File: config.mk
export PLATFORM = sky130hd
export DESIGN_NAME = stree_alu
export DESIGN_NICKNAME = d
export VERILOG_FILES = /design/src/hdl/stree_pkg.sv /design/src/hdl/stree_alu.sv
export SDC_FILE = /design/constraint.sdc
export NUM_CORES = 1
export LEC_CHECK = 0
export BUFFER_PORTS_ARGS = -buffer_cell sky130_fd_sc_hd__buf_2
export CAP_MARGIN = 30
export CORE_ASPECT_RATIO = 1.4
export CORE_UTILIZATION = 40
export DETAILED_ROUTE_END_ITERATION = 12
export PLACE_DENSITY = 0.73
export SLEW_MARGIN = 20
export SYNTH_ARGS = -nofsm -noshare
export SYNTH_HDL_FRONTEND = slang
export SYNTH_SLANG_ARGS = --single-unit
File: constraint.sdc
create_clock -name vclk -period 3.4
set_clock_uncertainty 0.2 [all_clocks]
set_input_delay 0 -clock vclk [all_inputs]
set_output_delay 0 -clock vclk [all_outputs]
set_load 0.05 [all_outputs]
File: src/hdl/stree_pkg.sv
package stree_pkg;

  localparam int DATA_W    = 32;
  localparam int POS_W     = 8;
  localparam int CNT_W     = 9;
  localparam int NODE_W    = 10;
  localparam int STK_DEPTH = 16;
  localparam int STK_AW    = $clog2(STK_DEPTH);
  localparam int SP_W      = STK_AW + 1;

  localparam logic [CNT_W-1:0] CNT_RESET = 9'd256;

  localparam logic KIND_WRITE = 1'b0;
  localparam logic KIND_QUERY = 1'b1;

  typedef enum logic [2:0] {
    ST_IDLE,
    ST_W_LEAF,
    ST_W_RD,
    ST_W_ADD,
    ST_Q_VISIT,
    ST_Q_ACC,
    ST_DONE
  } st_state_t;

  typedef struct packed {
    logic [NODE_W-1:0] node;
    logic [POS_W-1:0]  s;
    logic [POS_W-1:0]  e;
  } st_span_t;

  typedef struct packed {
    logic              leaf_we;
    logic [POS_W-1:0]  leaf_idx;
    logic [DATA_W-1:0] leaf_wdata;
    logic              node_we;
    logic [NODE_W-1:0] node_idx;
    logic [DATA_W-1:0] node_wdata;
  } st_mem_req_t;

  typedef struct packed {
    logic [DATA_W-1:0] a;
    logic [DATA_W-1:0] b;
    logic              sub;
  } st_alu_req_t;

endpackage

File: src/hdl/stree_alu.sv
module stree_alu (
  input  stree_pkg::st_alu_req_t        req,
  output logic [stree_pkg::DATA_W-1:0]  res
);
  import stree_pkg::*;

  assign res = req.sub ? (req.a - req.b) : (req.a + req.b);

endmodule

# After elaboration in Yosys (flattened, before gate mapping)
# Cells that the tools add are included.
# Widths: inputs -> output; s select.
# word_totals
wordCells,3
ff_bits,0
out_inout_bits,32
mem_count,0
ram_bits,0
rom_bits,0
input_bits,65
latchBits,0
# classes
eq_ne,0
shift,0
mux,1
n_lt_le_gt_ge,0
n_mul,0
div_mod_pow,0
bitwise_logic,0
reduce_logical,0
add_sub_neg,2
# op_table
cell,count
$add 32x32->32,1
$mux 32,1
$sub 32x32->32,1

# Longest topological paths before layout
# depth
depth_word,2
ltp_mapped,16
depth_no_buf,15

# Worst setup path before layout
# OpenSTA, ideal clock, no wires.
# synth_path
path_type,in2out
startpoint,input port req[6] (netlist bit)
endpoint,output port res[30] (netlist bit)
arrival_ns,4.182
stages,15
setup_slack_ns,-0.982
path_cell_list,or4_4 > or3_4 > nor2_2 > nand2_1 > nor3_1 > a31oi_1 > xnor2_1 > ha_1 > clkbuf_1 > and3_1 > a32o_1 > a21oi_1 > a211oi_1 > or2_2 > a211oi_1
# synth_via
elab_chain_cells,2
elab_cells_between_ends,3
# synth_rtl
item,line,text
start: declaration,stree_alu.sv:2,"input stree_pkg::st_alu_req_t req,"
$add 32x32->32 / $sub 32x32->32 (equally long branches),stree_alu.sv:7,assign res = req.sub ? (req.a - req.b) : (req.a + req.b);
$mux 32 (*),stree_alu.sv:7,
end: declaration,stree_alu.sv:3,output logic [stree_pkg::DATA_W-1:0] res
# Every way passes the cells marked *; elsewhere a longest branch is shown, timed or not.

# Worst setup path in the final report
# layout_path
startpoint,input port req[6] (netlist bit)
endpoint,output port res[29] (netlist bit)
# Same word-level chain as after synthesis.

==> flow_summary.ini <==
[cells_and_area]
drive_gt1_share_pct = 51.3
nClkBuffers = 0
antennaDiodeCount = 0
final-instance-count-excl-fill = 610
syn_to_final_growth_pct = 82.2
nNetsFinal = 642
num-fill-cells = 404
final_area_mm2 = 0.00429
seq_area_um2 = 0
final_util_pct = 76.6
seq_cell_count = 0

[synth]
synth.top_cell.area_share_pct = 17.0
synth_fa_ha_area_share_pct = 17.8
synthMuxAreaShare_pct = 0.902
synth-seq-area-share_pct = 0
synth_area_leaders = ha_1 (17%), xnor2_1 (16%), a21oi_1 (9.6%)
yosysWarningCount = 0
synth_nets = 446
synth_top_family_by_area = compound AO/OA/AOI/OAI gates
synth_top_area_cell = ha_1
synth.most_common_cell = a21oi_1
synthTopCellsByCount = a21oi_1 (45), xnor2_1 (42), nor2_1 (38)
yosys.area_share.simple_pct = 27.2
synth-xor-area-share_pct = 21.9
synth_compound_gate_area_share_pct = 28.0
synth_area_mm2 = 0.00236
synthDistinctLibCells = 51
avgSynthCellArea_um2 = 6.77
synthCells = 348

[drt]
wl_met2_um = 4990
firstDrtPassIters = 4
dr_wl_met3_um = 414
vias_per_cell = 5.56
drc = 0
via_count = 3393
drt-met1-wl_um = 3300
drt_iter0_markers = 152
antenna_left = 0
maxUsedRoutingLayer = met4
routedWlPerCell_um = 15.0
finalWirelength_um = 9160

[place]
pre_cts_slack_ns = -0.560
portBuffers = 97
dp.cells = 597
gp_congestion = 0.915
dp_hpwl_um = 7120
placed_cell_area_mm2 = 0.00385

[grt]
track_usage_pct = 28.2
grt_pass1_vias = 3376
antenna_found_initial = 0
grt_pass1_wl_um = 14000
grt_max_degree = 23
overflow = 0

[timing]
fmax_mhz = 262
rsz0062_at_grt = yes
worst_slack_ns = -0.420
min_period_ns = 3.82
max_slew_margin_pct = 65.0
hold_violations = 0
worstMarginPinSlew_ns = 0.521
whs_ns = 0.267
slew_violations = 0
finalCritPeriodShare_pct = 112
setup_viol = 17

[floorplan]
core_mm2 = 0.00561
die_w_um = 66.9
die-area_mm2 = 0.00621
start_util_pct = 42.1
num_rows = 32
pin_count = 97
dieHeight_um = 92.8

[setup_path]
critPathCaptureType = primary output
critPathCapture = res[29]
slowest_stage = or4_4
cp_slowest_stage_delay_ns = 0.52
critPathTopFamily = simple AND/OR/NAND/NOR gates
cp.depth = 16
cpMostUsedCell = buf_6
critPathRequiredTime_ns = 3.20
crit_start = req[6]
crit_type = input pin to primary output
path_cells = buf_6, or4_4, or3_4, nor4_4, a21oi_1, xnor2_1, ha_1, buf_4, nand2_1, nor2_2, a21oi_2, o21ai_4, a311oi_4, o211ai_1, xnor2_4, buf_6
start_kind = input pin
path_buf_inv = 3
worstPathArrival_ns = 3.62
crit_fanout = 5

[clocking]
cts_hold_buf = 0

[run_status]
outcome = finished, violations left
violations = negative setup slack

[min_path]
min_path_type = input pin to primary output
hold_depth = 5

[job]
max_cap_violations = 0

[power_and_ir_drop]
power.leakage_nw = 2.01
ir_drop_uv = 336
powerDensity_mw_per_mm2 = 401
## cells in the final DEF, fill, tap and decap left out, types with 8 or more instances in the layout
cell / synthesis / routed
a21oi_1: 45 / 31
a21oi_2: 0 / 13
buf_2: 1 / 77
buf_4: 0 / 104
buf_6: 0 / 23
ha_1: 32 / 29
inv_1: 15 / 15
nand2_1: 24 / 21
nand3_1: 9 / 8
nor2_1: 38 / 36
nor3_1: 17 / 13
o21ai_0: 17 / 8
xnor2_1: 42 / 33
xor2_1: 15 / 10
## layout make-up
cell class                 count  area (µm²)  share of cell area (%)
tap                           68        85.1                    1.98
timing repair buffer         205        1430                    33.4
multi-input combinational    322        2720                    63.3
inverter                      15        56.3                    1.31
## stage by stage
step / total power, mW / setup TNS (ns)
CTS: 1.65 / -4.38
global placement: 1.48 / -5.37
floorplan: 1.05 / -2.77
finish: 1.72 / -4.27
global route: 1.82 / -7.05
detailed placement: 1.49 / -6.21
## worst min-delay path: cells and delay by family
family                     cells  cell delay, ns
adders and majority gates      1            0.11
buffers and inverters          4            0.36
## kinds of logic after synthesis
kind of cell,Yosys count
AO/OA/AOI/OAI,105
buffers and inverters,26
AND/OR/NAND/NOR,124
multiplexers,2
XOR/XNOR,58
adder cells (fa/ha/maj),33
## metal layers
| metal | vias up | GRT usage [%] |
|---|---|---|
| met3 | 40 | 2.46 |
| met1 | 1579 | 29.1 |
| met2 | 120 | 55.1 |
| li1 | 1654 | - |
| met4 | 0 | 11.9 |
| met5 | - | 0 |
## power breakdown
group	leakage (nW)	internal (mW)	switching (mW)	total, mW
registers	0	0	0	0
logic	2.01	0.701	1.02	1.72
clock network	0	0	0	0
total	2.01	0.701	1.02	1.72
## worst min-delay path by stage
| stage | slack, ns | from | to |
|---|---|---|---|
| final | 0.27 | req[33] | res[0] |
| after global routing | 0.30 | req[33] | res[0] |
| after CTS | 0.27 | req[33] | res[0] |
| after detailed placement | 0.27 | req[33] | res[0] |
| after global placement | 0.27 | req[33] | res[0] |
| after floorplan | 0.09 | req[1] | res[0] |
## what timing repair did
action | in CTS | in global routing
hold endpoints to repair | 0 | 0
pin swaps | 24 | 17
resized for setup | 65 | 26
setup endpoints to repair | 17 | 19
buffers inserted | 6 | 7
Power figures use the tool's default switching activity.
