File: src/hdl/stree_pkg.sv
package stree_pkg;

  localparam int DATA_W    = 32;
  localparam int POS_W     = 8;
  localparam int CNT_W     = 9;
  localparam int NODE_W    = 10;
  localparam int STK_DEPTH = 16;
  localparam int STK_AW    = $clog2(STK_DEPTH);
  localparam int SP_W      = STK_AW + 1;

  localparam logic [CNT_W-1:0] CNT_RESET = 9'd256;

  localparam logic KIND_WRITE = 1'b0;
  localparam logic KIND_QUERY = 1'b1;

  typedef enum logic [2:0] {
    ST_IDLE,
    ST_W_LEAF,
    ST_W_RD,
    ST_W_ADD,
    ST_Q_VISIT,
    ST_Q_ACC,
    ST_DONE
  } st_state_t;

  typedef struct packed {
    logic [NODE_W-1:0] node;
    logic [POS_W-1:0]  s;
    logic [POS_W-1:0]  e;
  } st_span_t;

  typedef struct packed {
    logic              leaf_we;
    logic [POS_W-1:0]  leaf_idx;
    logic [DATA_W-1:0] leaf_wdata;
    logic              node_we;
    logic [NODE_W-1:0] node_idx;
    logic [DATA_W-1:0] node_wdata;
  } st_mem_req_t;

  typedef struct packed {
    logic [DATA_W-1:0] a;
    logic [DATA_W-1:0] b;
    logic              sub;
  } st_alu_req_t;

endpackage

File: src/hdl/stree_ctrl.sv
module stree_ctrl #(
  parameter int TREE_NODES = 511
) (
  input  logic                                clk,
  input  logic                                rst_n,
  input  logic                                go,
  input  logic                                in_kind,
  input  logic [stree_pkg::POS_W-1:0]         in_position,
  input  logic signed [stree_pkg::DATA_W-1:0] in_value,
  input  logic [stree_pkg::POS_W-1:0]         in_query_lo,
  input  logic [stree_pkg::POS_W-1:0]         in_query_hi,
  input  logic [stree_pkg::CNT_W-1:0]         n_active,
  input  logic [stree_pkg::DATA_W-1:0]        leaf_rd,
  input  logic [stree_pkg::DATA_W-1:0]        node_rd,
  input  logic [stree_pkg::DATA_W-1:0]        alu_res,
  output stree_pkg::st_mem_req_t              mem_req,
  output stree_pkg::st_alu_req_t              alu_req,
  output logic                                idle,
  output logic                                out_valid,
  output logic signed [stree_pkg::DATA_W-1:0] out_range_sum
);
  import stree_pkg::*;

  st_state_t         state_r, state_nxt;
  st_span_t          cur_r, cur_nxt;
  logic [POS_W-1:0]  pos_r, pos_nxt;
  logic [POS_W-1:0]  lo_r, lo_nxt;
  logic [POS_W-1:0]  hi_r, hi_nxt;
  logic [DATA_W-1:0] val_r, val_nxt;
  logic [DATA_W-1:0] delta_r, delta_nxt;
  logic [DATA_W-1:0] acc_r, acc_nxt;
  logic [SP_W-1:0]   sp_r, sp_nxt;
  st_span_t          stk_r [STK_DEPTH];

  logic [CNT_W-1:0]  nm1;
  logic [POS_W-1:0]  hi_clip;
  logic [POS_W:0]    mid_sum;
  logic [POS_W-1:0]  mid;
  logic [NODE_W-1:0] lchild;
  logic [NODE_W-1:0] rchild;
  logic [SP_W-1:0]   sp_dec;
  logic              node_ok;
  logic              push;
  logic              pop;
  st_span_t          root;

  assign nm1     = n_active - CNT_W'(1);
  assign hi_clip = ({1'b0, in_query_hi} > nm1) ? POS_W'(nm1) : in_query_hi;
  assign mid_sum = {1'b0, cur_r.s} + {1'b0, cur_r.e};
  assign mid     = mid_sum[POS_W:1];
  assign lchild  = {cur_r.node[NODE_W-2:0], 1'b1};
  assign rchild  = lchild + NODE_W'(1);
  assign sp_dec  = sp_r - SP_W'(1);
  assign node_ok = 32'(cur_r.node) < TREE_NODES;
  assign root    = '{node: '0, s: '0, e: POS_W'(nm1)};

  always_ff @(posedge clk) begin
    if (!rst_n) begin
      state_r <= ST_IDLE;
      sp_r    <= '0;
    end else begin
      state_r <= state_nxt;
      sp_r    <= sp_nxt;
    end
  end

  always_ff @(posedge clk) begin
    cur_r   <= cur_nxt;
    pos_r   <= pos_nxt;
    lo_r    <= lo_nxt;
    hi_r    <= hi_nxt;
    val_r   <= val_nxt;
    delta_r <= delta_nxt;
    acc_r   <= acc_nxt;
    if (push) begin
      stk_r[sp_r[STK_AW-1:0]] <= '{node: rchild, s: mid + POS_W'(1), e: cur_r.e};
    end
  end

  always_comb begin
    state_nxt = state_r;
    cur_nxt   = cur_r;
    pos_nxt   = pos_r;
    lo_nxt    = lo_r;
    hi_nxt    = hi_r;
    val_nxt   = val_r;
    delta_nxt = delta_r;
    acc_nxt   = acc_r;
    sp_nxt    = sp_r;
    push      = 1'b0;
    pop       = 1'b0;
    mem_req   = '0;
    alu_req   = '0;
    out_valid = 1'b0;

    case (state_r)
      ST_IDLE: begin
        mem_req.leaf_idx = in_position;
        if (go) begin
          if (in_kind == KIND_WRITE) begin
            if ({1'b0, in_position} < n_active) begin
              pos_nxt   = in_position;
              val_nxt   = in_value;
              state_nxt = ST_W_LEAF;
            end
          end else begin
            lo_nxt    = in_query_lo;
            hi_nxt    = hi_clip;
            acc_nxt   = '0;
            sp_nxt    = '0;
            cur_nxt   = root;
            state_nxt = (in_query_lo > hi_clip) ? ST_DONE : ST_Q_VISIT;
          end
        end
      end

      ST_W_LEAF: begin
        alu_req            = '{a: val_r, b: leaf_rd, sub: 1'b1};
        delta_nxt          = alu_res;
        mem_req.leaf_we    = 1'b1;
        mem_req.leaf_idx   = pos_r;
        mem_req.leaf_wdata = val_r;
        cur_nxt            = root;
        state_nxt          = ST_W_RD;
      end

      ST_W_RD: begin
        mem_req.node_idx = cur_r.node;
        state_nxt        = node_ok ? ST_W_ADD : ST_IDLE;
      end

      ST_W_ADD: begin
        alu_req            = '{a: node_rd, b: delta_r, sub: 1'b0};
        mem_req.node_we    = 1'b1;
        mem_req.node_idx   = cur_r.node;
        mem_req.node_wdata = alu_res;
        if (cur_r.s == cur_r.e) begin
          state_nxt = ST_IDLE;
        end else begin
          if (pos_r <= mid) begin
            cur_nxt = '{node: lchild, s: cur_r.s, e: mid};
          end else begin
            cur_nxt = '{node: rchild, s: mid + POS_W'(1), e: cur_r.e};
          end
          state_nxt = ST_W_RD;
        end
      end

      ST_Q_VISIT: begin
        if (cur_r.e < lo_r || cur_r.s > hi_r || !node_ok) begin
          pop = 1'b1;
        end else if (lo_r <= cur_r.s && hi_r >= cur_r.e) begin
          mem_req.node_idx = cur_r.node;
          state_nxt        = ST_Q_ACC;
        end else begin
          push    = 1'b1;
          sp_nxt  = sp_r + SP_W'(1);
          cur_nxt = '{node: lchild, s: cur_r.s, e: mid};
        end
      end

      ST_Q_ACC: begin
        alu_req = '{a: acc_r, b: node_rd, sub: 1'b0};
        acc_nxt = alu_res;
        pop     = 1'b1;
      end

      ST_DONE: begin
        out_valid = 1'b1;
        state_nxt = ST_IDLE;
      end

      default: begin
        state_nxt = ST_IDLE;
      end
    endcase

    if (pop) begin
      if (sp_r == '0) begin
        state_nxt = ST_DONE;
      end else begin
        cur_nxt   = stk_r[sp_dec[STK_AW-1:0]];
        sp_nxt    = sp_dec;
        state_nxt = ST_Q_VISIT;
      end
    end
  end

  assign idle          = (state_r == ST_IDLE);
  assign out_range_sum = acc_r;

endmodule

File: config.mk
export PLATFORM = sky130hd
export DESIGN_NAME = stree_ctrl
export DESIGN_NICKNAME = d
export VERILOG_FILES = /design/src/hdl/stree_pkg.sv /design/src/hdl/stree_ctrl.sv
export SDC_FILE = /design/constraint.sdc
export NUM_CORES = 1
export LEC_CHECK = 0
export ABC_AREA = 1
export BUFFER_PORTS_ARGS = -buffer_cell sky130_fd_sc_hd__buf_2
export CAP_MARGIN = 10
export CORE_MARGIN = 2
export CORE_UTILIZATION = 40
export DETAILED_ROUTE_END_ITERATION = 8
export HOLD_SLACK_MARGIN = 0.12
export PLACE_DENSITY = 0.57
export SYNTH_ARGS = -nofsm -noshare
export SYNTH_HDL_FRONTEND = slang
export SYNTH_SLANG_ARGS = --single-unit
File: constraint.sdc
create_clock -name clk -period 8.05 [get_ports clk]
set_input_delay 1.61 -clock clk [delete_from_list [all_inputs] [get_ports clk]]
set_output_delay 1.61 -clock clk [all_outputs]
set_load 0.05 [all_outputs]
After elaboration in Yosys (flattened, before gate mapping)
Memory sizes are Yosys's and may differ from the RTL's.
Cells that the tools add are included.
{ "word_totals": {"memories": 1, "reg_bits": 154, "inputBits": 165, "out_inout_bits": 183, "word_cells": 102, "ramBits": 416} }
{ "mem_list": {"columns": ["name", "depth", "width", "rd", "rd_clocked_by_memory_dff", "wr", "line", "rtl"], "rows": [
  ["stk_r", 16, 26, 1, 0, 1, "stree_ctrl.sv:33", "st_span_t stk_r [STK_DEPTH];"]
]} }
{ "classes": {"addsub": 6, "bitwise": 1, "n_eq_ne": 14, "magnitude_cmp": 9, "n_reduce_logical": 12, "muxes": 48} }
{ "op_table": {"columns": ["operator", "n"], "rows": [
  ["2-to-1 mux 26 bit", 8],
  ["one-hot mux 65 bit (3 select lines)", 1],
  ["2-to-1 mux 32 bit", 4],
  ["one-hot mux 26 bit (4 select lines)", 1],
  ["one-hot mux 32 bit (2 select lines)", 1],
  ["2-to-1 mux 5 bit", 6],
  ["2-to-1 mux 10 bit", 2],
  ["one-hot mux 10 bit (2 select lines)", 1],
  ["2-to-1 mux 3 bit", 6],
  ["one-hot mux 3 bit (6 select lines)", 1],
  ["greater-than comparator 8 bit", 2],
  ["<= comparator 8 bit", 2],
  ["one-hot mux 8 bit (2 select lines)", 1],
  ["adder 10 x 1 -> 10 bit, second input constant", 1],
  ["less-than comparator 10 x 9 -> 1 bit, second input constant", 1],
  ["one-hot mux 5 bit (2 select lines)", 1],
  ["adder 8 x 8 -> 9 bit", 1],
  ["equality test 3 bit, second input constant", 3],
  ["greater-than comparator 8 x 9 -> 1 bit", 1],
  ["less-than comparator 8 x 9 -> 1 bit", 1],
  ["2-to-1 mux 1 bit", 9],
  ["subtractor 9 x 1 -> 9 bit, second input constant", 1],
  ["adder 8 x 1 -> 8 bit, second input constant", 1],
  ["equality test 8 bit", 1],
  ["24 further kinds", 33]
]} }

Logic depth before layout (Yosys ltp)
Gate-level depths: netlist of the first run.
{ "depth": {"ltp_word": 9, "depth_mapped": 26} }

Worst setup path before layout of the first run
OpenSTA, ideal clock, no wires.
{ "synth_path": {"path_kind": "input port to flip-flop", "startpoint": "input port n_active[4] (netlist name)", "endpoint": "register pos_r[0], enable pin", "setup_slack_ns": 1.372, "cell_stages": 7, "arrival_time_ns": 6.141, "required_ns": 7.513, "path_buffers": 0, "cell_sequence": "inv_1 ha_1 a21oi_1 o21ai_0 nand2_1 o2111ai_1 nor4_1"} }
{ "synth_between": {"elab_chain_cells": 2} }
{ "synth_lines": {"columns": ["item", "line", "rtl"], "rows": [
  ["start, declared", "stree_ctrl.sv:12", "input logic [stree_pkg::CNT_W-1:0] n_active,"],
  ["less-than comparator 8 x 9 -> 1 bit", "stree_ctrl.sv:101", "if ({1'b0, in_position} < n_active) begin"],
  ["AND reduction 4 bit (no source line)", null, null],
  ["end signal, assigned", "stree_ctrl.sv:69", "pos_r <= pos_nxt;"],
  ["end, declared", "stree_ctrl.sv:26", "logic [POS_W-1:0] pos_r, pos_nxt;"]
]} }
Every way passes these cells.
A chain may end at the register's enable or synchronous reset.

==> summary.md, run 1 <==
The run finished with clean final reports. For the number of hold violations in the final report, the log shows 0. After layout, the worst path uses 66.26% of the clock period. The tools report the kind of launch point of the worst setup path as a register. Counting stages on the worst path, the most repeated cell is sky130_fd_sc_hd__nor2_1.

The routed via count was 20600. For this run, the top clock speed supported by timing is 187.5 MHz. Once the floorplan was initialized, standard cells occupied 40.47% of the core. The via count of the first global-routing pass is 20010. Maximum number of buffers from clock root to sink: 3. The worst hold path passes through 2 cells.

Across the routed clock network, the largest skew measured is 0.01688 ns. The run gives 0 as the number of nets still failing antenna checks after routing. Counting flops with a built-in enable in the synthesized netlist gives 520. After synthesis, the mean cell area works out to 10.49 µm². The logs give 0 for the number of setup violations in the final report and 2 for the number of levels the H-tree was split into. Synthesis handed over a netlist of 2487 instances.

In this run, post-CTS hold repair placed 0 buffers. Number of sinks on the clock net: 554. In this run the count of I/O pins placed on the die edge is 348. The tools report the final routed wirelength across all metal layers as 85280 µm. The most used flip-flop cell after synthesis is sky130_fd_sc_hd__edfxtp_1. Entering global routing, the biggest net connects 94 pins. The cell with the largest stage delay on the worst path is sky130_fd_sc_hd__dfxtp_1.

The run gives 0 as the number of remaining DRC errors. The die covers 0.06729 mm². VDD sags by at most 0.0002299 V. Clock edge transition at the registers on the reported setup and hold paths: 0.06 ns. Global routing finished with a remaining overflow of 0. The worst path needs 5.334 ns of the cycle, external delays included. Across the run, the number of max-cap violations was 0. Before antenna repair, the detailed router went through 5 iterations.

The synthesized net count came out at 2726. Row generation in the floorplan step produced 93 rows. The tools report the initial antenna violation count as 3.

Kind of end point of the critical path: an output pin. For this run, the slowest stage of the critical path takes 0.82 ns. The run gives 3.72 ns as the data arrival time at the worst-slack endpoint.

The filler cells instantiated in the layout total 6050. For the number of max-slew violations in the final report, the log shows 0. The count of cells resized by post-cts repair was 0; the area growth from synthesis to final layout was 17.77%. The most crowded layer after global routing is met2.

Dividing the detail-routed wire length by the instance count gives 22.99 µm. The first routing iteration left 1764 violations. For this design the ratio of total power to cell area is 375.0 mW/mm². The met3 capacity usage during global routing was 4.091%; the wire length of the first global-routing pass was 126400 µm. The post-layout worst setup margin came out at 2.716 ns. In this run the worst path has a maximum fanout of 21.

The floorplan step set the die height to 259.4 µm. Yosys printed 0 warnings. In this run the tool buffered the top-level ports with 347 buffer cells. TritonCTS built the clock tree. In this run the clock root is driven by a sky130_fd_sc_hd__clkbuf_16. The synthesis-stage register bit count is 554. For the final routed database, the setup TNS stands at 0 ns. Summing every instance area after synthesis gives 0.02609 mm². The mean number of vias per cell was 5.553. The utilization of the core after routing was 47.67%; the slew at the pin closest to its max-slew limit was 1.002 ns. For the post-CTS setup buffer count, the log shows 0. For the total power after layout, the log shows 0.01152 W.

Global routing used 24.97% of the available tracks. The required time of the worst setup path is 6.44 ns, and the depth of the most critical reg-to-reg path is 14. The worst pin sits at a relative slew slack of 33.19%. From left edge to right edge, the die measures 259.4 µm. Summed over all cells, the static leakage comes to 12.63 nW. For this run, global-route usage on met1 was measured as 34.90%. At the later pin of the worst-skew pair, clock insertion delay measures 0.62 ns.

The run gives 3042 as the layout net count. The tools report the placed instance count as 3595. The critical path in this run is classified as reg -> out. The type of the most critical hold path was reg -> reg.

The floorplan step defined a core boundary enclosing 0.06446 mm². Counting flops with an async set or reset pin after synthesis yields a share of 0%. Setup repair after global routing left no endpoint under its margin.

The post-synthesis sequential area ratio came out at 62.46%. Before CTS, the worst setup slack after placement is 2.935 ns. The met2 routing resource usage after global routing is 40.20%, and the number of distinct library cells after synthesis is 52.

The finished layout holds 3709 standard cells, fillers aside. Routability-driven placement finished with a final weighted congestion of 0.9535. Layout cell share with drive strength beyond 1: 19.35%. The HPWL after detailed placement is 55650 µm. TritonCTS buffer count: 59.

The signal on the critical path passes through inv_1 -> ha_1 -> nand2_1 -> a21oi_1 -> nor2_1 -> nand3_1 -> nand2_2 -> inv_2 -> a31oi_2 -> nor2_1 -> buf_2.
## metal layers
layer | vias up | share of wire (%)
met5 | - | 0.028
met4 | 4 | 2.5
met2 | 863 | 47
li1 | 9412 | -
met3 | 138 | 7.3
met1 | 10180 | 43
## area by class of cell
class	instances	area, µm²	area share (%)
Multi-Input combinational cell	1563	8463	27.54
Clock buffer	80	1647	5.359
Clock inverter	31	311.5	1.014
Tap cell	855	1070	3.481
Sequential cell	554	16300	53.04
Timing Repair Buffer	387	2037	6.629
Antenna cell	1	2.502	0.008144
Inverter	238	898.4	2.924
## critical path: cells and delay by family (launching register included)
kind | cells | cell delay, ns
buffers and inverters | 3 | 0.59
adders and majority gates | 1 | 0.38
AOI/OAI and AO/OA | 2 | 0.72
DFF | 1 | 0.82
and+or+nand+nor | 5 | 0.59
## registers in the layout (all words and copies together), names as in the netlist, 8 cells and up
register / flops
hi_r: 8
cur_r: 26
out_range_sum: 32
delta_r: 32
stk_r: 400
pos_r: 8
val_r: 32
lo_r: 8
## logic make-up after synthesis
logic type | synth area share, %
flops | 62.46
compound gates | 12.38
fa+ha+maj | 3.577
xor+xnor | 0.7865
buf+inv | 5.683
simple gates | 15.12
## power breakdown
group | internal (W) | switching (W)
Clock | 0.00160 | 0.00113
Combinational | 0.00110 | 0.00357
Sequential | 0.00386 | 0.000269
Total | 0.00656 | 0.00497
## cells in the mapped netlist, types with 7 or more instances
master	count	area, µm²
sky130_fd_sc_hd__o21ai_0	245	1226
sky130_fd_sc_hd__o21ai_1	10	50.05
sky130_fd_sc_hd__ha_1	73	913.4
sky130_fd_sc_hd__nand3_1	125	625.6
sky130_fd_sc_hd__nor2_1	373	1400
sky130_fd_sc_hd__clkbuf_1	84	315.3
sky130_fd_sc_hd__nand2_2	10	62.56
sky130_fd_sc_hd__o22ai_1	13	81.33
sky130_fd_sc_hd__buf_2	24	120.1
sky130_fd_sc_hd__inv_2	16	60.06
sky130_fd_sc_hd__a21oi_1	58	290.3
sky130_fd_sc_hd__a221o_1	14	140.1
sky130_fd_sc_hd__inv_1	221	829.6
sky130_fd_sc_hd__buf_1	13	48.80
sky130_fd_sc_hd__o221ai_1	95	832.1
sky130_fd_sc_hd__dfxtp_1	34	680.7
sky130_fd_sc_hd__xor2_1	15	131.4
sky130_fd_sc_hd__a22oi_1	16	120.1
sky130_fd_sc_hd__nand2_1	403	1513
sky130_fd_sc_hd__nor3_1	11	55.05
sky130_fd_sc_hd__edfxtp_1	520	15610
sky130_fd_sc_hd__nand4_1	13	81.33
sky130_fd_sc_hd__a22o_1	7	61.31
sky130_fd_sc_hd__o211ai_1	37	277.8
## worst paths after layout
| check | from | to | slack, ns |
|---|---|---|---|
| worst max-delay path | cur_r[5] | mem_req[40] | 2.72 |
| worst min-delay path | sp_r[1] | sp_r[1] | 0.56 |
| worst max register to register | cur_r[5] | stk_r[14][5] | 3.55 |
| worst min register to register | sp_r[1] | sp_r[1] | 0.56 |
## cell usage in the layout (no fill, tap or decap), types with 8 or more instances in the layout
cell / netlist / final
sky130_fd_sc_hd__nor2_1: 373 / 359
sky130_fd_sc_hd__clkbuf_1: 84 / 13
sky130_fd_sc_hd__a22oi_1: 16 / 16
sky130_fd_sc_hd__nand2_1: 403 / 403
sky130_fd_sc_hd__o22ai_1: 13 / 13
sky130_fd_sc_hd__nand4_1: 13 / 13
sky130_fd_sc_hd__o21ai_1: 10 / 10
sky130_fd_sc_hd__nand2_2: 10 / 10
sky130_fd_sc_hd__nand3_1: 125 / 125
sky130_fd_sc_hd__a21oi_1: 58 / 58
sky130_fd_sc_hd__xor2_1: 15 / 15
sky130_fd_sc_hd__nor3_2: 3 / 8
sky130_fd_sc_hd__o21ai_0: 245 / 245
sky130_fd_sc_hd__dfxtp_1: 34 / 33
sky130_fd_sc_hd__o211ai_1: 37 / 37
sky130_fd_sc_hd__ha_1: 73 / 72
sky130_fd_sc_hd__clkbuf_16: 0 / 60
sky130_fd_sc_hd__buf_2: 24 / 347
sky130_fd_sc_hd__a221o_1: 14 / 14
sky130_fd_sc_hd__o221ai_1: 95 / 95
sky130_fd_sc_hd__inv_2: 16 / 17
sky130_fd_sc_hd__inv_1: 221 / 219
sky130_fd_sc_hd__clkinv_2: 0 / 10
sky130_fd_sc_hd__buf_4: 5 / 40
sky130_fd_sc_hd__nor2_4: 4 / 18
sky130_fd_sc_hd__edfxtp_1: 520 / 520
## metrics by stage
step	hold slack, ns	area, µm²
floorplan	0.5058	26090
global placement	0.5412	28750
detailed placement	0.5474	28750
CTS	0.5588	30710
global route	0.5851	30730
finish	0.5612	30730
No activity file was read; power rests on OpenSTA's default activity.
==> run 2, diff against run 1 <==
Clock period 8.05 ns to 5.3 ns, I/O delays scaled along.
==> summary.md, run 2 (synthesis gave the netlist of run 1 again) <==
The run finished with clean final reports. In the final layout, the multi-input gates occupy 0.008479 mm². Measured along the x axis, the die boundary spans 259.4 µm.

The H-tree was split into 2 levels. The tools report the DRC marker count from the first detailed-route iteration as 2094. The tools report the final routed wirelength across all metal layers as 86580 µm.

Setup repair after global routing left no endpoint under its margin. Setup violations remaining at the end of the flow were counted as 0. In the routed design, unresolved DRC markers number 0. The die is 259.4 µm tall. The number of clock buffers added by TritonCTS is 58. Row generation in the floorplan step produced 93 rows. The number of placed instances, taps included, is 3609. The pre-antenna-repair detailed-routing pass consisted of 5 iterations. Type of the most critical hold path: reg -> reg. The floorplan step defined a die boundary enclosing 0.06729 mm².

For the final routed database, the setup TNS stands at 0 ns. Entering global routing, the biggest net connects 179 pins. The register with the most flip-flops in the layout has 400 of them.

VDD sags by at most 0.0004300 V. The tool flagged a number of max-cap violations equal to 0. Once layout is complete, the cells apart from fillers number 3717.

The run gives 0.01765 W as the total power after layout. The initial utilization of the core area, before any placement, comes to 40.47%. 348 I/O pins were placed. Clock-pin slew was measured on the worst setup and hold paths at 0.06 ns. For this design, the sink count on the clock tree is 554.

The later pin in the worst-skew pair is clocked with a latency of 0.63 ns. The analysis attributes to cell leakage a power of 12.69 nW. Post-CTS repair changed the size of 0 cells. Using the TritonRoute via totals, the vias-per-cell ratio works out to 5.497. The tools report the initial antenna violation count as 6. STA classifies the critical path endpoint as an output pin. The ratio of final minimum period to clock period was 91.60%; the routability congestion estimate from global placement was 0.9812. The power density over the cells works out to 571.1 mW/mm². The number of setup buffers added after CTS is 0. The detailed router placed 20430 vias in this run.

The maximum number of buffers from clock root to sink is 3, and the top fanout value on the critical path is 19. For the via count of the first global-routing pass, the log shows 20000. The number of max-slew violations in the final report was 0.

The top cell types in the final layout, fill and taps aside, are sky130_fd_sc_hd__edfxtp_1, sky130_fd_sc_hd__nand2_1, sky130_fd_sc_hd__nor2_1. Remaining global-route overflow: 0. TritonCTS built the clock tree. The tools report the root buffer cell as sky130_fd_sc_hd__clkbuf_16. Data arrival time at the worst-slack endpoint: 3.79 ns. The wire length of the first global-routing pass is 127900 µm.

Of the cells placed in the final design, the portion with a size suffix greater than 1 is 19.33%. The number of nets still failing antenna checks after routing came out at 0. Leaving out fill and tap cells, the most frequent cell in the layout is sky130_fd_sc_hd__edfxtp_1. The headroom to the max-slew limit was 27.21%.

Registers take 0.01630 mm². The per-cell routed wire length was 23.29 µm. The number of hold violations in the final report was 0.

Between clock sinks in the finished design, the worst skew comes to 0.02951 ns. The combined global-route utilization of all metal layers was 25.26%; the final period demand of the worst path was 4.855 ns. The sum of net half-perimeters after detailed placement was 57770 µm; the cts-stage hold buffer count was 0. At the pin with the least slew margin, the transition time is 1.092 ns. Kind of launch point of the worst setup path: a register. In the final routing, the length of wire on met1 measures 36500 µm. During placement, the flow inserted port buffers numbering 347. The critical path is of the reg -> out type. The routed design uses 6098 µm of met3 wire.

The tools report the number of filler cells placed in the layout as 6049. The tools report the required time of the worst setup path as 4.24 ns. The routed design uses 41310 µm of met2 wire. The area growth from synthesis to final layout was 18.45%. The floorplan step defined a core boundary enclosing 0.06446 mm². The highest metal layer used by the detailed router was met5. The layout net count came out at 3053. Derived from the worst setup path, the maximum achievable clock frequency is 206.0 MHz.
## run 2: cell count changes in the layout (fill, tap and decap cells not counted), sizes merged
cell and delta:
bufinv +2, clkinv +2, buf +12, clkinvlp +1, clkbuf -9
## run 2: worst max-delay path, stage by stage (launching register included)
cell and delay (ns):
sky130_fd_sc_hd__dfxtp_1 0.84, sky130_fd_sc_hd__inv_1 0.21, sky130_fd_sc_hd__ha_1 0.36, sky130_fd_sc_hd__nand2_1 0.07, sky130_fd_sc_hd__inv_1 0.05, sky130_fd_sc_hd__nand2_1 0.05
sky130_fd_sc_hd__nand2_1 0.04, sky130_fd_sc_hd__nand2_1 0.05, sky130_fd_sc_hd__nand3_1 0.16, sky130_fd_sc_hd__nand2_2 0.23, sky130_fd_sc_hd__inv_2 0.08, sky130_fd_sc_hd__a31oi_2 0.50
sky130_fd_sc_hd__nor2_1 0.22, sky130_fd_sc_hd__buf_2 0.28
## run 2: routing by layer
layer	global-route usage, %	vias up
met5	0	-
met4	7.695	4
met3	4.569	143
met2	41.71	820
met1	33.91	10040
li1	-	9432
## run 2: worst paths after layout
| kind | from | to | slack, ns | depth (start not counted) |
|---|---|---|---|---|
| worst min register to register | sp_r[4] | sp_r[4] | 0.55 | 2 |
| worst max register to register | cur_r[3] | stk_r[14][15] | 0.93 | 16 |
| worst max-delay path | cur_r[3] | mem_req[32] | 0.45 | 13 |
| worst min-delay path | sp_r[4] | sp_r[4] | 0.55 | 2 |
## run 2: metrics by stage
step	hold slack, ns	utilization [%]	setup slack [ns]	area (µm²)
floorplan	0.5058	-	0.8518	26100
global placement	0.5459	44.99	0.7808	29000
detailed placement	0.5459	44.99	0.6683	29000
CTS	0.5559	47.93	0.4443	30890
global route	0.5734	47.94	0.1798	30900
finish	0.5521	47.94	0.4450	30900
## run 2: area by class of cell
| class | instances | area share [%] |
|---|---|---|
| flip-flops and latches | 554 | 52.74 |
| multi-input cells | 1563 | 27.44 |
| repair buffers | 399 | 7.328 |
| clock buffers | 71 | 4.923 |
| well taps | 855 | 3.462 |
| inverters | 238 | 2.899 |
| clock inverters | 36 | 1.202 |
| diodes | 1 | 0.008097 |
## run 2: power breakdown
part           switching (W)  internal (W)
clock network        0.00174       0.00238
registers           0.000335       0.00587
logic                0.00559       0.00174
total                0.00767       0.00998
==> run 3, diff against run 2 <==
Settings changed: ABC_AREA 1 to unset, CTS_CLUSTER_SIZE set to 24.
==> summary.md, run 3 <==
The run finished with clean final reports. Number of standard cells after synthesis: 1664. The share of synthesized flip-flops with an asynchronous set or reset was 0%; the floorplan row count was 92. The worst hold path begins at in_value[1]. Summed over all layers, the global routing overflow is 0. Entering global routing, the biggest net connects 76 pins. The count of cells resized by post-cts repair is 1, and the depth of the most critical reg-to-reg path is 14. The number of hold violations in the final report is 0, and the final routed wirelength across all metal layers is 81100 µm. The path class of the tightest hold or removal check is in -> reg. The number of sinks on the clock net was 554. The final period demand of the worst path is 4.902 ns, and the average cell area after synthesis is 15.19 µm².

The commonest cells after synthesis are sky130_fd_sc_hd__edfxtp_1, sky130_fd_sc_hd__mux4_2, sky130_fd_sc_hd__nor2_1. In this run the critical register-to-register path is captured at cur_r[0]. The x dimension of the die is 255.4 µm, and the TritonCTS buffer count is 59. The run gives 0.64 ns as the insertion delay to the later sink of the worst-skew pair. Clock skew on the completed layout was measured at 0.03925 ns. The clock passes through at most 3 buffers. The library cell occupying the most area in the post-synthesis netlist is sky130_fd_sc_hd__edfxtp_1. The worst path uses 92.50% of the clock period.

The first global-routing pass estimated 117600 µm of wire. After floorplanning, the core was sized to cover 0.06274 mm². The power density over the cells is 429.1 mW/mm². Yosys mapped a number of flops with a built-in enable equal to 520. For this run, the post-layout net count is 2281. The top-area cell type share of the netlist area is 61.77%. Derived from the worst setup path, the maximum achievable clock frequency is 204.0 MHz. Among all cell types in the netlist, the one instantiated most often is sky130_fd_sc_hd__edfxtp_1. The run gives 11.59 nW as the standby leakage power. The layout cell share with drive strength beyond 1 came out at 31.84%.

The run gives 0 as the number of setup violations in the final report. Once the clock tree was built, the setup fixing pass inserted 0 buffers. The floorplan step defined a die boundary enclosing 0.06523 mm².

Data on the critical path is required at its endpoint by 4.24 ns. In this run the cell area of the synthesized design comes to 0.02528 mm². For the number of max-slew violations in the final report, the log shows 0. The cell sitting at the root of the clock tree is a sky130_fd_sc_hd__clkbuf_16. The worst register-to-register path begins at cur_r[0].

Measured along the y axis, the die boundary spans 255.4 µm. The via count of the first global-routing pass was 16910; the mean number of vias per cell was 5.670. At the pin with the least slew margin, the transition time is 1.200 ns.

Area growth from synthesis to final layout: 20.58%. Leaving out fill and tap cells, the most frequent cell in the layout is sky130_fd_sc_hd__edfxtp_1. Setup repair after global routing left no endpoint under its margin.

Global routing used 24.57% of the available tracks. Synthesis produced a netlist with a net count of 1903. The number of remaining DRC errors was 0; the top fanout value on the critical path was 9. Clock-pin slew was measured on the worst setup and hold paths at 0.06 ns.

The per-cell routed wire length came out at 27.57 µm. The routability congestion estimate from global placement was 1.058. Number of levels the H-tree was split into: 2. TritonCTS built the clock tree. The worst setup path is captured at an output pin. The worst setup path is launched from a register. The worst hold path endpoint was val_r[1]. The run gives 0 as the cts-stage hold buffer count.

Across all register-to-register paths, the minimum setup slack is 0.70 ns. The max-capacitance violation count was 0. For the headroom to the max-slew limit, the log shows 19.71%.

The run gives 0 as the number of nets still failing antenna checks after routing. The count of port buffers added during placement works out to 347. The initial utilization of the core area, before any placement, comes to 40.30%. The most used flip-flop cell after synthesis is sky130_fd_sc_hd__edfxtp_1. The number of synthesis warnings was 0; the utilization of the core after routing was 48.59%. For the post-synthesis sequential area ratio, the log shows 64.46%. For the DRC marker count from the first detailed-route iteration, the log shows 1864. The register with the most flip-flops in the layout has 400 of them.

Across the VDD grid, the largest voltage drop is 0.0002823 V. The tools report the initial antenna violation count as 20. The boundary pin count was 348; the synthesis-stage register bit count was 554.

The run gives 16680 as the routed via count. The first detailed-routing pass ran for 5 iterations. The setup path with the least slack is of type reg -> out. The top cell types in the final layout, fill and taps aside, are sky130_fd_sc_hd__edfxtp_1, sky130_fd_sc_hd__buf_2, sky130_fd_sc_hd__mux4_2.

Ranked by total cell area, the synthesized netlist is headed by sky130_fd_sc_hd__edfxtp_1, sky130_fd_sc_hd__mux4_2, sky130_fd_sc_hd__ha_1. The placement-stage cell area is 0.02847 mm², and the instance count along the most critical hold path is 1. STA puts the critical path data arrival time at 3.84 ns.

Summing all non-filler instances in the final layout gives an area of 0.03048 mm². Adding up every negative setup slack in the final design gives 0 ns. The sum of net half-perimeters after detailed placement is 55800 µm, and the number of distinct library cells after synthesis is 70.
-- run 3: routing by layer --
layer  GRT usage (%)  routed length (µm)  vias to the layer above
met5               0                 109                        -
met4           6.667                1788                       18
met3           4.643                5663                      135
met2           39.66               38890                      651
met1           34.18               34650                     8583
li1                -                   -                     7294
-- run 3: per-stage QoR --
stage          hold WS (ns)  total power (W)  setup WS (ns)  std cells
4_1_cts              0.5618          0.01315         0.4079       2937
3_5_place_dp         0.5864         0.008966         0.2388       2826
3_3_place_gp         0.5886         0.008916         0.3371       2826
6_report             0.5965          0.01308         0.3975       2942
2_1_floorplan        0.4871         0.007729         0.6874       1664
5_1_grt              0.5746          0.01361         0.2095       2942
-- run 3: how the worst max path moves through the flow --
stage                        to  cells after the start  slack, ns         from
detailed placement   state_r[1]                     21       0.24  n_active[0]
global placement     state_r[1]                     21       0.34  n_active[0]
CTS                 mem_req[34]                      9       0.41     cur_r[9]
global route        mem_req[34]                      8       0.21     cur_r[0]
finish              mem_req[34]                      9       0.40     cur_r[9]
floorplan              pos_r[0]                      8       0.69  n_active[1]
-- run 3: logic make-up (layout without fill, tap and decap cells) --
kind of cell / after synthesis / count (layout) / synth area share, %
xor+xnor: 23 / 23 / 0.7969
buf+inv: 191 / 619 / 2.960
simple gates: 362 / 362 / 7.355
mux: 175 / 175 / 12.96
compound gates: 283 / 283 / 7.686
fa+ha+maj: 76 / 76 / 3.781
other cells: 0 / 4 / 0
flops: 554 / 554 / 64.46
-- run 3: worst max-delay path, cell delays in order (launching register included) --
cell                       delay, ns
sky130_fd_sc_hd__dfxtp_1        0.50
sky130_fd_sc_hd__ha_1           0.29
sky130_fd_sc_hd__and3_1         0.19
sky130_fd_sc_hd__a221o_1        0.35
sky130_fd_sc_hd__a22oi_1        0.38
sky130_fd_sc_hd__and3_1         0.28
sky130_fd_sc_hd__nand2_1        0.08
sky130_fd_sc_hd__o21bai_2       0.65
sky130_fd_sc_hd__and2_1         0.24
sky130_fd_sc_hd__buf_2          0.26
-- run 3: power by group --
part / leakage (nW) / switching [W] / internal, W / total (W)
sequential: 5.07 / 0.000200 / 0.00534 / 0.00554
combinational: 5.57 / 0.00234 / 0.00101 / 0.00335
clock: 0.957 / 0.00174 / 0.00244 / 0.00419
total: 11.6 / 0.00429 / 0.00879 / 0.0131
-- run 3: layout make-up --
class	instances	area [µm²]
multi-input combinational	919	8431
inverter	100	375.4
timing repair buffer	408	2320
sequential	554	16300
clock buffer	67	1506
fill	5463	32250
antenna	4	10.01
clock inverter	44	481.7
tap	846	1059
